File: config.mk
export PLATFORM = sky130hd
export DESIGN_NAME = wav_pcm16_downmix_parser
export DESIGN_NICKNAME = d
export VERILOG_FILES = /design/src/hdl/wpd_pkg.sv /design/src/hdl/wav_pcm16_downmix_parser.sv /design/src/hdl/wpd_div.sv /design/src/hdl/wpd_dp.sv /design/src/hdl/wpd_ctrl.sv
export SDC_FILE = /design/constraint.sdc
export NUM_CORES = 1
export LEC_CHECK = 0
export CORE_ASPECT_RATIO = 1.5
export CORE_MARGIN = 2
export CORE_UTILIZATION = 35
export DETAILED_ROUTE_END_ITERATION = 8
export DONT_BUFFER_PORTS = 1
export MAX_ROUTING_LAYER = met4
export PLACE_DENSITY = 0.55
export SYNTH_ARGS = -nofsm -noshare
export SYNTH_HDL_FRONTEND = slang
export SYNTH_SLANG_ARGS = --single-unit
File: constraint.sdc
create_clock -name clk -period 7.3 [get_ports clk]
set_input_delay 1.46 -clock clk [delete_from_list [all_inputs] [get_ports clk]]
set_output_delay 1.46 -clock clk [all_outputs]
set_load 0.05 [all_outputs]
File: src/hdl/wpd_pkg.sv
`default_nettype none
package wpd_pkg;

  localparam logic [2:0] ST_OK          = 3'd0;
  localparam logic [2:0] ST_BAD_HEADER  = 3'd1;
  localparam logic [2:0] ST_TRUNCATED   = 3'd2;
  localparam logic [2:0] ST_SHORT_FMT   = 3'd3;
  localparam logic [2:0] ST_UNSUPPORTED = 3'd4;

  localparam logic [31:0] TAG_RIFF = 32'h4646_4952;
  localparam logic [31:0] TAG_WAVE = 32'h4556_4157;
  localparam logic [31:0] TAG_FMT  = 32'h2074_6D66;
  localparam logic [31:0] TAG_DATA = 32'h6174_6164;
  localparam logic [31:0] FMT_MIN_SIZE = 32'd16;
  localparam logic [15:0] PCM_CODE = 16'd1;
  localparam logic [15:0] PCM_BITS = 16'd16;

  localparam logic [3:0] FB_CODE_LO = 4'd0;
  localparam logic [3:0] FB_CODE_HI = 4'd1;
  localparam logic [3:0] FB_CH_LO   = 4'd2;
  localparam logic [3:0] FB_CH_HI   = 4'd3;
  localparam logic [3:0] FB_RATE_0  = 4'd4;
  localparam logic [3:0] FB_RATE_1  = 4'd5;
  localparam logic [3:0] FB_RATE_2  = 4'd6;
  localparam logic [3:0] FB_RATE_3  = 4'd7;
  localparam logic [3:0] FB_BITS_LO = 4'd14;
  localparam logic [3:0] FB_BITS_HI = 4'd15;

  typedef struct packed {
    logic [7:0] in_byte;
    logic       end_of_file;
  } wpd_in_t;

  typedef struct packed {
    logic               kind;
    logic signed [15:0] sample;
    logic [2:0]         status;
    logic [31:0]        rate_hz;
    logic [15:0]        channel_count;
    logic               last;
  } wpd_out_t;

  typedef struct packed {
    logic        clr;
    logic        fmt_wr;
    logic [3:0]  fmt_idx;
    logic        data_start;
    logic [31:0] chunk_len;
    logic        data_lo;
    logic        data_hi;
    logic [7:0]  data_byte;
    logic        ld_sample;
    logic        ld_status;
    logic [2:0]  status;
  } wpd_cmd_t;

  typedef struct packed {
    logic fmt_usable;
    logic data_len_nz;
    logic frame_fire;
    logic div_done;
  } wpd_sts_t;

endpackage
`default_nettype wire

File: src/hdl/wav_pcm16_downmix_parser.sv
// Channel   Direction  Handshake               Payload
// byte      in         byte_valid/byte_stall   wpd_in_t  (file byte, end-of-file mark)
// res       out        res_valid/res_stall     wpd_out_t (sample or status)
//
// One file byte is taken per cycle while no frame is being averaged and no result is waiting to load.
// A byte that completes a frame stalls the input while the iterative divider runs,
// while the control sees it finish and while the sample is loaded.
// A byte marked end-of-file stalls the input while the status is loaded as well,
// then the parser returns to its reset state. Reset is synchronous, active high.
// A stalled result waits in the output register; a new result waits behind it.
`default_nettype none
module wav_pcm16_downmix_parser
  import wpd_pkg::*;
(
  input  logic     clk,
  input  logic     rst,
  input  logic     byte_valid,
  output logic     byte_stall,
  input  wpd_in_t  byte_data,
  output logic     res_valid,
  input  logic     res_stall,
  output wpd_out_t res_data
);

  wpd_cmd_t cmd;
  wpd_sts_t sts;

  wpd_ctrl u_ctrl (
    .clk       (clk),
    .rst       (rst),
    .in_valid  (byte_valid),
    .in_stall  (byte_stall),
    .in_data   (byte_data),
    .out_valid (res_valid),
    .out_stall (res_stall),
    .cmd       (cmd),
    .sts       (sts)
  );

  wpd_dp u_dp (
    .clk      (clk),
    .rst      (rst),
    .cmd      (cmd),
    .sts      (sts),
    .out_data (res_data)
  );

endmodule
`default_nettype wire

File: src/hdl/wpd_div.sv
`default_nettype none
module wpd_div
  import wpd_pkg::*;
(
  input  logic               clk,
  input  logic               rst,
  input  logic               start,
  input  logic signed [31:0] dividend,
  input  logic [15:0]        divisor,
  output logic               done,
  output logic signed [15:0] quotient
);

  logic        busy;
  logic [4:0]  cnt;
  logic        neg;
  logic [31:0] quo;
  logic [15:0] rem;
  logic [16:0] trial;
  logic [16:0] diff;

  assign trial = {rem, quo[31]};
  assign diff = trial - {1'b0, divisor};
  assign quotient = neg ? -signed'(quo[15:0]) : signed'(quo[15:0]);

  always_ff @(posedge clk) begin
    if (rst) begin
      busy <= 1'b0;
      done <= 1'b0;
      cnt <= '0;
    end else begin
      done <= 1'b0;
      if (start) begin
        busy <= 1'b1;
        cnt <= '0;
      end else if (busy) begin
        cnt <= cnt + 5'd1;
        if (cnt == 5'd31) begin
          busy <= 1'b0;
          done <= 1'b1;
        end
      end
    end
  end

  always_ff @(posedge clk) begin
    if (start) begin
      neg <= dividend[31];
      quo <= dividend[31] ? -dividend : dividend;
      rem <= '0;
    end else if (busy) begin
      if (trial >= {1'b0, divisor}) begin
        rem <= diff[15:0];
        quo <= {quo[30:0], 1'b1};
      end else begin
        rem <= trial[15:0];
        quo <= {quo[30:0], 1'b0};
      end
    end
  end

endmodule
`default_nettype wire

File: src/hdl/wpd_dp.sv
`default_nettype none
module wpd_dp
  import wpd_pkg::*;
(
  input  logic     clk,
  input  logic     rst,
  input  wpd_cmd_t cmd,
  output wpd_sts_t sts,
  output wpd_out_t out_data
);

  logic [15:0]        fmt_code;
  logic [15:0]        fmt_channels;
  logic [31:0]        fmt_rate;
  logic [15:0]        fmt_bits;
  logic [31:0]        data_length;
  logic [7:0]         low_byte;
  logic [15:0]        channel_index;
  logic signed [31:0] frame_sum;
  logic [15:0]        idx_inc;
  logic signed [15:0] smp;
  logic signed [31:0] sum_next;
  logic               div_done;
  logic signed [15:0] div_q;

  assign idx_inc = channel_index + 16'd1;
  assign smp = {cmd.data_byte, low_byte};
  assign sum_next = frame_sum + {{16{smp[15]}}, smp};

  assign sts.fmt_usable = (fmt_code == PCM_CODE) && (fmt_channels != '0) &&
                          (fmt_rate != '0) && (fmt_bits == PCM_BITS);
  assign sts.data_len_nz = data_length != '0;
  assign sts.frame_fire = cmd.data_hi && (idx_inc >= fmt_channels);
  assign sts.div_done = div_done;

  wpd_div u_div (
    .clk      (clk),
    .rst      (rst),
    .start    (sts.frame_fire),
    .dividend (sum_next),
    .divisor  (fmt_channels),
    .done     (div_done),
    .quotient (div_q)
  );

  always_ff @(posedge clk) begin
    if (rst || cmd.clr) begin
      fmt_code <= '0;
      fmt_channels <= '0;
      fmt_rate <= '0;
      fmt_bits <= '0;
      data_length <= '0;
      low_byte <= '0;
      channel_index <= '0;
      frame_sum <= '0;
    end else begin
      if (cmd.fmt_wr) begin
        case (cmd.fmt_idx)
          FB_CODE_LO: fmt_code[7:0] <= cmd.data_byte;
          FB_CODE_HI: fmt_code[15:8] <= cmd.data_byte;
          FB_CH_LO:   fmt_channels[7:0] <= cmd.data_byte;
          FB_CH_HI:   fmt_channels[15:8] <= cmd.data_byte;
          FB_RATE_0:  fmt_rate[7:0] <= cmd.data_byte;
          FB_RATE_1:  fmt_rate[15:8] <= cmd.data_byte;
          FB_RATE_2:  fmt_rate[23:16] <= cmd.data_byte;
          FB_RATE_3:  fmt_rate[31:24] <= cmd.data_byte;
          FB_BITS_LO: fmt_bits[7:0] <= cmd.data_byte;
          FB_BITS_HI: fmt_bits[15:8] <= cmd.data_byte;
          default: ;
        endcase
      end
      if (cmd.data_start) begin
        data_length <= cmd.chunk_len;
        channel_index <= '0;
        frame_sum <= '0;
      end
      if (cmd.data_lo) begin
        low_byte <= cmd.data_byte;
      end
      if (cmd.data_hi) begin
        if (sts.frame_fire) begin
          channel_index <= '0;
          frame_sum <= '0;
        end else begin
          channel_index <= idx_inc;
          frame_sum <= sum_next;
        end
      end
    end
  end

  always_ff @(posedge clk) begin
    if (cmd.ld_sample) begin
      out_data.kind <= 1'b0;
      out_data.sample <= div_q;
      out_data.status <= ST_OK;
      out_data.rate_hz <= fmt_rate;
      out_data.channel_count <= fmt_channels;
      out_data.last <= 1'b0;
    end else if (cmd.ld_status) begin
      out_data.kind <= 1'b1;
      out_data.sample <= '0;
      out_data.status <= cmd.status;
      out_data.rate_hz <= fmt_rate;
      out_data.channel_count <= fmt_channels;
      out_data.last <= 1'b1;
    end
  end

endmodule
`default_nettype wire

File: src/hdl/wpd_ctrl.sv
`default_nettype none
module wpd_ctrl
  import wpd_pkg::*;
(
  input  logic     clk,
  input  logic     rst,
  input  logic     in_valid,
  output logic     in_stall,
  input  wpd_in_t  in_data,
  output logic     out_valid,
  input  logic     out_stall,
  output wpd_cmd_t cmd,
  input  wpd_sts_t sts
);

  localparam logic [2:0] PH_HEADER = 3'd0;
  localparam logic [2:0] PH_CHUNK  = 3'd1;
  localparam logic [2:0] PH_FMT    = 3'd2;
  localparam logic [2:0] PH_SHORT  = 3'd3;
  localparam logic [2:0] PH_SKIP   = 3'd4;
  localparam logic [2:0] PH_DATA   = 3'd5;
  localparam logic [2:0] PH_PAD    = 3'd6;
  localparam logic [2:0] PH_HALT   = 3'd7;

  localparam logic [1:0] S_IDLE  = 2'd0;
  localparam logic [1:0] S_DIV   = 2'd1;
  localparam logic [1:0] S_SLOAD = 2'd2;
  localparam logic [1:0] S_ELOAD = 2'd3;

  logic [1:0]  state, state_next;
  logic [2:0]  phase, phase_next;
  logic [3:0]  byte_count, byte_count_next;
  logic [31:0] chunk_tag, chunk_tag_next;
  logic [31:0] chunk_remaining, chunk_remaining_next;
  logic        pad_pending, pad_pending_next;
  logic [2:0]  error_code, error_code_next;
  logic        eof_pend, eof_pend_next;
  logic        oval, oval_next;

  logic        accept;
  logic        out_free;
  logic [7:0]  b;
  logic [31:0] tag_sh;
  logic [31:0] rem_sh;
  logic [31:0] rem_dec;
  logic [2:0]  eof_status;

  assign accept = in_valid && (state == S_IDLE);
  assign in_stall = state != S_IDLE;
  assign out_valid = oval;
  assign out_free = !oval || !out_stall;
  assign b = in_data.in_byte;
  assign tag_sh = {b, chunk_tag[31:8]};
  assign rem_sh = {b, chunk_remaining[31:8]};
  assign rem_dec = chunk_remaining - 32'd1;

  always_comb begin
    if (error_code != ST_OK) begin
      eof_status = error_code;
    end else if (phase == PH_HEADER) begin
      eof_status = ST_BAD_HEADER;
    end else if (phase == PH_FMT || phase == PH_SHORT || phase == PH_SKIP ||
                 phase == PH_DATA) begin
      eof_status = ST_TRUNCATED;
    end else if (!sts.fmt_usable || !sts.data_len_nz) begin
      eof_status = ST_UNSUPPORTED;
    end else begin
      eof_status = ST_OK;
    end
  end

  always_comb begin
    state_next = state;
    phase_next = phase;
    byte_count_next = byte_count;
    chunk_tag_next = chunk_tag;
    chunk_remaining_next = chunk_remaining;
    pad_pending_next = pad_pending;
    error_code_next = error_code;
    eof_pend_next = eof_pend;
    cmd = '0;
    cmd.data_byte = b;
    cmd.fmt_idx = byte_count;
    cmd.chunk_len = rem_sh;

    if (accept) begin
      case (phase)
        PH_HEADER: begin
          chunk_tag_next = tag_sh;
          if (byte_count == 4'd3 && tag_sh != TAG_RIFF) begin
            error_code_next = ST_BAD_HEADER;
            phase_next = PH_HALT;
          end else if (byte_count == 4'd11) begin
            if (tag_sh != TAG_WAVE) begin
              error_code_next = ST_BAD_HEADER;
              phase_next = PH_HALT;
            end else begin
              phase_next = PH_CHUNK;
              byte_count_next = '0;
              chunk_tag_next = '0;
              chunk_remaining_next = '0;
            end
          end else begin
            byte_count_next = byte_count + 4'd1;
          end
        end
        PH_CHUNK: begin
          if (byte_count < 4'd4) begin
            chunk_tag_next = tag_sh;
          end else begin
            chunk_remaining_next = rem_sh;
          end
          if (byte_count == 4'd7) begin
            pad_pending_next = rem_sh[0];
            byte_count_next = '0;
            if (chunk_tag == TAG_FMT) begin
              phase_next = (rem_sh < FMT_MIN_SIZE) ? PH_SHORT : PH_FMT;
            end else if (chunk_tag == TAG_DATA && sts.fmt_usable) begin
              cmd.data_start = 1'b1;
              phase_next = PH_DATA;
            end else begin
              phase_next = PH_SKIP;
            end
            if (rem_sh == '0) begin
              if (chunk_tag == TAG_FMT) begin
                error_code_next = ST_SHORT_FMT;
                phase_next = PH_HALT;
              end else begin
                phase_next = PH_CHUNK;
                chunk_tag_next = '0;
                chunk_remaining_next = '0;
              end
            end
          end else begin
            byte_count_next = byte_count + 4'd1;
          end
        end
        PH_FMT, PH_SHORT, PH_SKIP, PH_DATA: begin
          chunk_remaining_next = rem_dec;
          if (phase == PH_FMT) begin
            cmd.fmt_wr = 1'b1;
            if (byte_count == 4'd15) begin
              phase_next = PH_SKIP;
            end else begin
              byte_count_next = byte_count + 4'd1;
            end
          end else if (phase == PH_DATA) begin
            if (!byte_count[0]) begin
              cmd.data_lo = 1'b1;
              byte_count_next = 4'd1;
            end else begin
              cmd.data_hi = 1'b1;
              byte_count_next = '0;
            end
          end
          if (rem_dec == '0) begin
            if (phase == PH_SHORT) begin
              error_code_next = ST_SHORT_FMT;
              phase_next = PH_HALT;
            end else if (pad_pending) begin
              phase_next = PH_PAD;
            end else begin
              phase_next = PH_CHUNK;
              byte_count_next = '0;
              chunk_tag_next = '0;
              chunk_remaining_next = '0;
            end
          end
        end
        PH_PAD: begin
          phase_next = PH_CHUNK;
          byte_count_next = '0;
          chunk_tag_next = '0;
          chunk_remaining_next = '0;
        end
        default: ;
      endcase
    end

    case (state)
      S_IDLE: begin
        if (accept) begin
          eof_pend_next = in_data.end_of_file;
          if (sts.frame_fire) begin
            state_next = S_DIV;
          end else if (in_data.end_of_file) begin
            state_next = S_ELOAD;
          end
        end
      end
      S_DIV: begin
        if (sts.div_done) begin
          state_next = S_SLOAD;
        end
      end
      S_SLOAD: begin
        if (out_free) begin
          cmd.ld_sample = 1'b1;
          state_next = eof_pend ? S_ELOAD : S_IDLE;
        end
      end
      S_ELOAD: begin
        if (out_free) begin
          cmd.ld_status = 1'b1;
          cmd.status = eof_status;
          cmd.clr = 1'b1;
          state_next = S_IDLE;
          eof_pend_next = 1'b0;
          phase_next = PH_HEADER;
          byte_count_next = '0;
          chunk_tag_next = '0;
          chunk_remaining_next = '0;
          pad_pending_next = 1'b0;
          error_code_next = ST_OK;
        end
      end
      default: state_next = S_IDLE;
    endcase

    if (cmd.ld_sample || cmd.ld_status) begin
      oval_next = 1'b1;
    end else if (!out_stall) begin
      oval_next = 1'b0;
    end else begin
      oval_next = oval;
    end
  end

  always_ff @(posedge clk) begin
    if (rst) begin
      state <= S_IDLE;
      phase <= PH_HEADER;
      byte_count <= '0;
      chunk_tag <= '0;
      chunk_remaining <= '0;
      pad_pending <= 1'b0;
      error_code <= ST_OK;
      eof_pend <= 1'b0;
      oval <= 1'b0;
    end else begin
      state <= state_next;
      phase <= phase_next;
      byte_count <= byte_count_next;
      chunk_tag <= chunk_tag_next;
      chunk_remaining <= chunk_remaining_next;
      pad_pending <= pad_pending_next;
      error_code <= error_code_next;
      eof_pend <= eof_pend_next;
      oval <= oval_next;
    end
  end

endmodule
`default_nettype wire

; ---- After elaboration in Yosys (flattened, before gate mapping)
; Cells that the tools add are included.
[totals]
reg_bits = 371
latch_bits = 0
mem_bits_rw = 0
rom_bits = 0
input_bits = 13
memories = 0
[classes]
add_sub_neg = 8
n_mul = 0
div = 0
n_lt_le_gt_ge = 4
eq_ne = 32
shift = 0
mux = 132
bitwise = 1
n_reduce_logical = 47
[ops]
columns = operator, count
row1 = 2-to-1 mux 32 bit, 32
row2 = one-hot mux 32 bit (4 select lines), 2
row3 = 2-to-1 mux 68 bit, 2
row4 = 2-to-1 mux 3 bit, 30
row5 = 2-to-1 mux 16 bit, 5
row6 = zero test 32 bit, 2
row7 = "!= test 32 x 31 -> 1 bit, second input constant", 2
row8 = nonzero test 32 bit, 2
row9 = 2-to-1 mux 4 bit, 15
row10 = adder 32 bit, 1
row11 = "equality test 32 x 30 -> 1 bit, second input constant", 1
row12 = "equality test 32 x 31 -> 1 bit, second input constant", 1
row13 = "< comparator 32 x 5 -> 1 bit, second input constant", 1
row14 = negation 32 bit, 1
row15 = "subtractor 32 x 1 -> 32 bit, second input constant", 1
row16 = 2-to-1 mux 1 bit, 30
row17 = 2-to-1 mux 2 bit, 11
row18 = AND reduction 2 bit, 10
row19 = >= comparator 17 x 16 -> 1 bit, 1
row20 = "adder 16 x 1 -> 16 bit, second input constant", 1
row21 = "equality test 16 x 1 -> 1 bit, second input constant", 1
row22 = "equality test 16 x 5 -> 1 bit, second input constant", 1
row23 = "equality test 4 x 3 -> 1 bit, second input constant", 4
row24 = >= comparator 16 bit, 1
row25 = other kinds (36), 66

; ---- Depth between registers and ports, before layout
[logic_depth]
ltp_word = 14
mapped_depth = 18

; ---- Cells and area by module
; Synthesis repeated with hierarchy kept, for this count alone.
[unflattened]
hier_cells = 2275
hier_area_um2 = 20392.1
[modules_own_cells]
columns = mod, instances, cells_per_inst, area_per_inst_um2
row1 = wpd_dp, 1, 1081, 10844.2
row2 = wpd_ctrl, 1, 701, 5422.7
row3 = wpd_div, 1, 493, 4125.2

; ---- Worst setup path before layout
; No wires, ideal clock.
[synth_path]
path_type = input port to flip-flop
start = input byte_data[2] in the netlist's numbering
end = register u_dp.u_div.quo[27], data pin
setup_ns = 0.268
arrival_time_ns = 4.526
slack_ns = 2.507
stages = 13
path_cell_list = ha_1 -> clkbuf_1 -> a21o_1 -> a31oi_1 -> nor3_1 -> o41ai_1 -> nand4bb_1 -> or4_1 -> clkbuf_1 -> nor4_1 -> a21oi_1 -> xnor2_1 -> o21ai_0
[synth_via]
elab_chain_len = 4
[synth_rtl]
columns = element, line_no
row1 = from (decl), wav_pcm16_downmix_parser.sv:19  ; input wpd_in_t byte_data,
row2 = adder 32 bit (*), wpd_dp.sv:28  ; assign sum_next = frame_sum + {{16{smp[15]}}, smp};
row3 = negation 32 bit, wpd_div.sv:49  ; quo <= dividend[31] ? -dividend : dividend;
row4 = 2-to-1 mux 32 bit (*), wpd_div.sv:49
row5 = 2-to-1 mux 32 bit (*), wpd_div.sv:47  ; if (start) begin
row6 = to (signal assigned), wpd_div.sv:49
row7 = to (signal assigned), wpd_div.sv:54  ; quo <= {quo[30:0], 1'b1};
row8 = to (signal assigned), wpd_div.sv:57  ; quo <= {quo[30:0], 1'b0};
row9 = to (decl), wpd_div.sv:17  ; logic [31:0] quo;
; Mark *: on every way between the ends. The rest lies on a longest branch, timed or not.
; A chain may end at the register's enable or synchronous reset.

; ---- Worst setup path after layout
[layout_path]
start = register u_ctrl.chunk_remaining[12]
end = register u_ctrl.chunk_tag[1]
[layout_via]
elab_chain_len = 7
word_cells_on_any_way = 10
classes_between = add/sub: 1 / mux: 7 / reduce/logical: 2
[layout_rtl]
columns = element, line_no
row1 = from (decl), wpd_ctrl.sv:34  ; logic [31:0] chunk_remaining, chunk_remaining_next;
row2 = from (signal assigned), wpd_ctrl.sv:245  ; chunk_remaining <= chunk_remaining_next;
row3 = subtractor 32 x 1 -> 32 bit / zero test 32 bit (equally long branches), "wpd_ctrl.sv:55, wpd_ctrl.sv:124"
row4 = zero test 32 bit / 2-to-1 mux 32 bit (equally long branches), "wpd_ctrl.sv:156, wpd_ctrl.sv:124"
row5 = "2-to-1 mux 32 bit, on equally long branches", "wpd_ctrl.sv:156, wpd_ctrl.sv:113"
row6 = one-hot mux 32 bit (4 select lines) (*), wpd_ctrl.sv:87  ; case (phase)
row7 = 2-to-1 mux 32 bit (*), wpd_ctrl.sv:86  ; if (accept) begin
row8 = 2-to-1 mux 32 bit, wpd_ctrl.sv:203  ; if (out_free) begin
row9 = 2-to-1 mux 32 bit (*), wpd_ctrl.sv:180  ; case (state)
row10 = to (signal assigned), wpd_ctrl.sv:244  ; chunk_tag <= chunk_tag_next;
row11 = to (decl), wpd_ctrl.sv:33  ; logic [31:0] chunk_tag, chunk_tag_next;
; Marks and branches as above.

==> flow_summary.toml <==
[outcome]
status = "finished, final reports clean"

[die]
die_w_um = 201
floorplan.initialDensity_pct = 35.2
io-pin-count = 84
die_h_um = 299
core-area_um2 = 57700
fp.dieArea_um2 = 60000
num_rows = 108

[placement]
dp_hpwl_um = 38700
gp_congestion = 0.914
numPortBuffers = 0
dpl-instance-area_um2 = 20800

[clock_network]
cts_num_sinks = 371
post_cts_resized = 0
tritoncts = "done"
clock_latency_ps = 570
clk_pin_slew_ps = 60
cts_setup_buffers = 0
cts_root_buf = "clkbuf_16"
clk_path_buf_depth = 3
hold_buffers = 0
numCtsBuffers = 40
h-tree-depth = 2

[setup_path]
crit_type = "flip-flop to flip-flop"
cp_max_fo = 34
reg2reg_from = "u_ctrl.chunk_remaining[12]"
start_kind = "flip-flop"
critical_path_required_ps = 7680
critical_path.cell_chain = "or4_4 > or3_1 > or4_1 > xnor2_1 > nor4_1 > nand4_2 > nor2_4 > a21oi_2 > a21o_4 > a211oi_4 > buf_4 > a211oi_1"
r2r-end = "u_ctrl.chunk_tag[1]"
slowest_delay_ps = 640
critPathBufInv = 1
r2r_slack_ps = 2430
path_depth = 12
end_kind = "flip-flop"
cpLargestDelayFamily = "simple AND/OR/NAND/NOR gates"
arrival_ps = 5260
crit_slowest_cell = "or4_4"
ff2ff_path_depth = 12

[layout]
num-nets-final = 2390
drive_above_1_share_pct = 5.81
fin_area_um2 = 22200
regArea_um2 = 8400
multi_input_area_um2 = 11100
area_growth_pct = 9.20
fillers = 5906

[timing]
finalCritPeriodShare_pct = 66.8
fin_crit_ps = 4870
tightest_slew_ps = 1030
drv_slew = 0
setup_violations = 0
finalSetupTns_ps = 0
timing.fmax_mhz = 205
relSlewSlack_pct = 31.4
rsz0062_at_grt = "no"
hold_violations = 0
clock_skew_ps = 37.8

[drt]
wirelength_um = 56100
drc = 0
wl_per_cell_um = 18.1
vias_per_cell = 5.54
firstDrtPassIters = 6
via_count = 17200
drt.antenna.violating_nets = 0
first_iter_violations = 1035

[logic_synthesis]
seq_area_frac_synth_pct = 41.3
synth_edf_count = 97
synth_area_um2 = 20300
async_reset_ff_share_pct = 0
synth-seq-cells = 371
postSynthCellCount = 2395
yosys_warnings = 0
synth_cell_types = 84
avgSynthCellArea_um2 = 8.48
synth_fp_nets = 2491
ys.flop_type = "dfxtp_1"

[worst_hold_path]
hold_depth = 2
min_path_type = "flip-flop to flip-flop"
hold_start = "u_dp.fmt_code[13]"
min_to = "u_dp.fmt_code[13]"

[global_routing]
grt-busiest-layer = "met2"
use_met3_pct = 3.17
antenna_found_initial = 1
grt_pass1_wl_um = 89700
grt.total_usage_pct = 18.8
grt_pass1_vias = 16800
grt_max_degree = 99
met2_usage_pct = 32.7
grt_overflow_total = 0
use_met1_pct = 21.3

[flow_run]
maxCapViolCount = 0

[power_and_ir_drop]
peakVddDrop_uv = 227
leakage_nw = 8.05
power_density_nw_per_um2 = 325
==> stage by stage <==
step,utilization [%],cells,hold slack (ps),power (W),worst slack [ps]
after floorplan,-,2395,432,0.00468,2510
after global placement,36.1,3022,441,0.00509,1960
after detailed placement,36.1,3022,452,0.00513,1910
after CTS,38.4,3095,461,0.00726,2420
after global routing,38.5,3096,482,0.00759,2080
final,38.5,3096,460,0.00721,2430
==> report_power, final <==
part           internal [W]  switching, W
logic              0.000594       0.00128
clock network       0.00122      0.000886
registers           0.00242      0.000807
total               0.00424       0.00297
==> worst max-delay path by stage <==
stage / endpoint / slack (ps) / from
finish: u_ctrl.chunk_tag[1] / 2430 / u_ctrl.chunk_remaining[12]
global route: u_ctrl.chunk_tag[1] / 2080 / u_ctrl.chunk_remaining[12]
CTS: u_ctrl.chunk_tag[1] / 2420 / u_ctrl.chunk_remaining[12]
detailed placement: u_dp.u_div.quo[30] / 1910 / byte_data[2]
global placement: u_dp.u_div.quo[29] / 1960 / byte_data[2]
floorplan: u_dp.u_div.quo[27] / 2510 / byte_data[2]
==> sequential cells by signal, summed over array words and instances, names as in the netlist, 2 cells and up <==
register and count:
u_ctrl.byte_count 4, u_ctrl.chunk_remaining 32, u_ctrl.chunk_tag 32, u_ctrl.error_code 3, u_ctrl.phase 3, u_ctrl.state 2
u_dp.channel_index 16, u_dp.data_length 32, u_dp.fmt_bits 16, u_dp.fmt_channels 16, u_dp.fmt_code 16, u_dp.fmt_rate 32
u_dp.frame_sum 32, u_dp.low_byte 8, u_dp.out_data 68, u_dp.u_div.cnt 5, u_dp.u_div.quo 32, u_dp.u_div.rem 16
==> worst register-to-register path, cell delays in order, from the launching register on <==
cell      delay, ps
dfxtp_1         460
or4_4           640
or3_1           590
or4_1           650
xnor2_1         190
nor4_1          390
nand4_2         280
nor2_4          200
a21oi_2          90
a21o_4          390
a211oi_4        250
buf_4           410
a211oi_1        150
==> routing by layer <==
| layer | wire length (um) | part of all wire [%] | vias to the layer above |
|---|---|---|---|
| met3 | 2520 | 4.5 | 140 |
| li1 | - | - | 8450 |
| met1 | 23500 | 42 | 8195 |
| met4 | 2150 | 3.8 | 0 |
| met2 | 28000 | 50 | 380 |
| met5 | 0 | 0 | - |
==> placed cells by master, fill, tap and decap left out, drive strengths merged, types with 6 or more instances in the layout <==
master / count
clkbuf: 59
o41ai: 7
nor3: 46
nand3: 85
o21a: 9
o211ai: 14
and4: 6
nand3b: 18
nor4b: 9
nand2: 254
dfxtp: 274
a21o: 29
nor2b: 44
a211oi: 54
clkinv: 10
mux2i: 69
xor2: 48
edfxtp: 97
or2: 7
nor3b: 8
nor2: 260
a221oi: 26
nor4: 47
o21ai: 161
a21oi: 229
o31ai: 14
xnor2: 59
or3: 18
and2: 12
o2111ai: 6
and3: 13
nand4: 24
a31oi: 20
buf: 18
inv: 66
or4: 15
nand2b: 16
a22oi: 38
ha: 81
==> Yosys cell counts (23+ instances only) <==
cell type / instances / share of area, %
inv_1: 64 / 1.2
nor2b_1: 44 / 1.4
xnor2_1: 59 / 2.5
edfxtp_1: 97 / 14
ha_1: 81 / 5.0
nor3_1: 44 / 1.1
o21ai_0: 149 / 3.7
a22oi_1: 37 / 1.4
nor4_1: 46 / 1.4
a211oi_1: 51 / 1.9
dfxtp_1: 274 / 27
a21o_1: 28 / 1.0
nand4_1: 23 / 0.71
xor2_1: 48 / 2.1
a221oi_1: 26 / 1.1
nor2_1: 259 / 4.8
nand2_1: 254 / 4.7
clkbuf_1: 137 / 2.5
nand3_1: 85 / 2.1
mux2i_1: 69 / 3.4
a21oi_1: 228 / 5.6
==> area by class of cell <==
| class | instances | area share, % |
|---|---|---|
| antenna | 1 | 0.0113 |
| clock buffer | 59 | 5.43 |
| clock inverter | 14 | 0.665 |
| inverter | 66 | 1.12 |
| multi-input combinational | 1797 | 50.0 |
| sequential | 371 | 37.9 |
| tap | 770 | 4.34 |
| timing repair buffer | 18 | 0.609 |
==> cells by family (layout without fill, tap and decap cells) <==
family                     Yosys count  in the layout  share of synthesized area, %
AOI/OAI and AO/OA                  644            644                          19.7
xor gates and xnor gates           107            107                          4.61
adders and majority gates           83             83                          5.19
buffers and inverters              227            157                          4.50
DFF                                371            371                          41.3
muxes                               70             70                          3.45
other                                0              1                             0
and+or+nand+nor                    893            893                          21.2
Power figures use the tool's default switching activity.
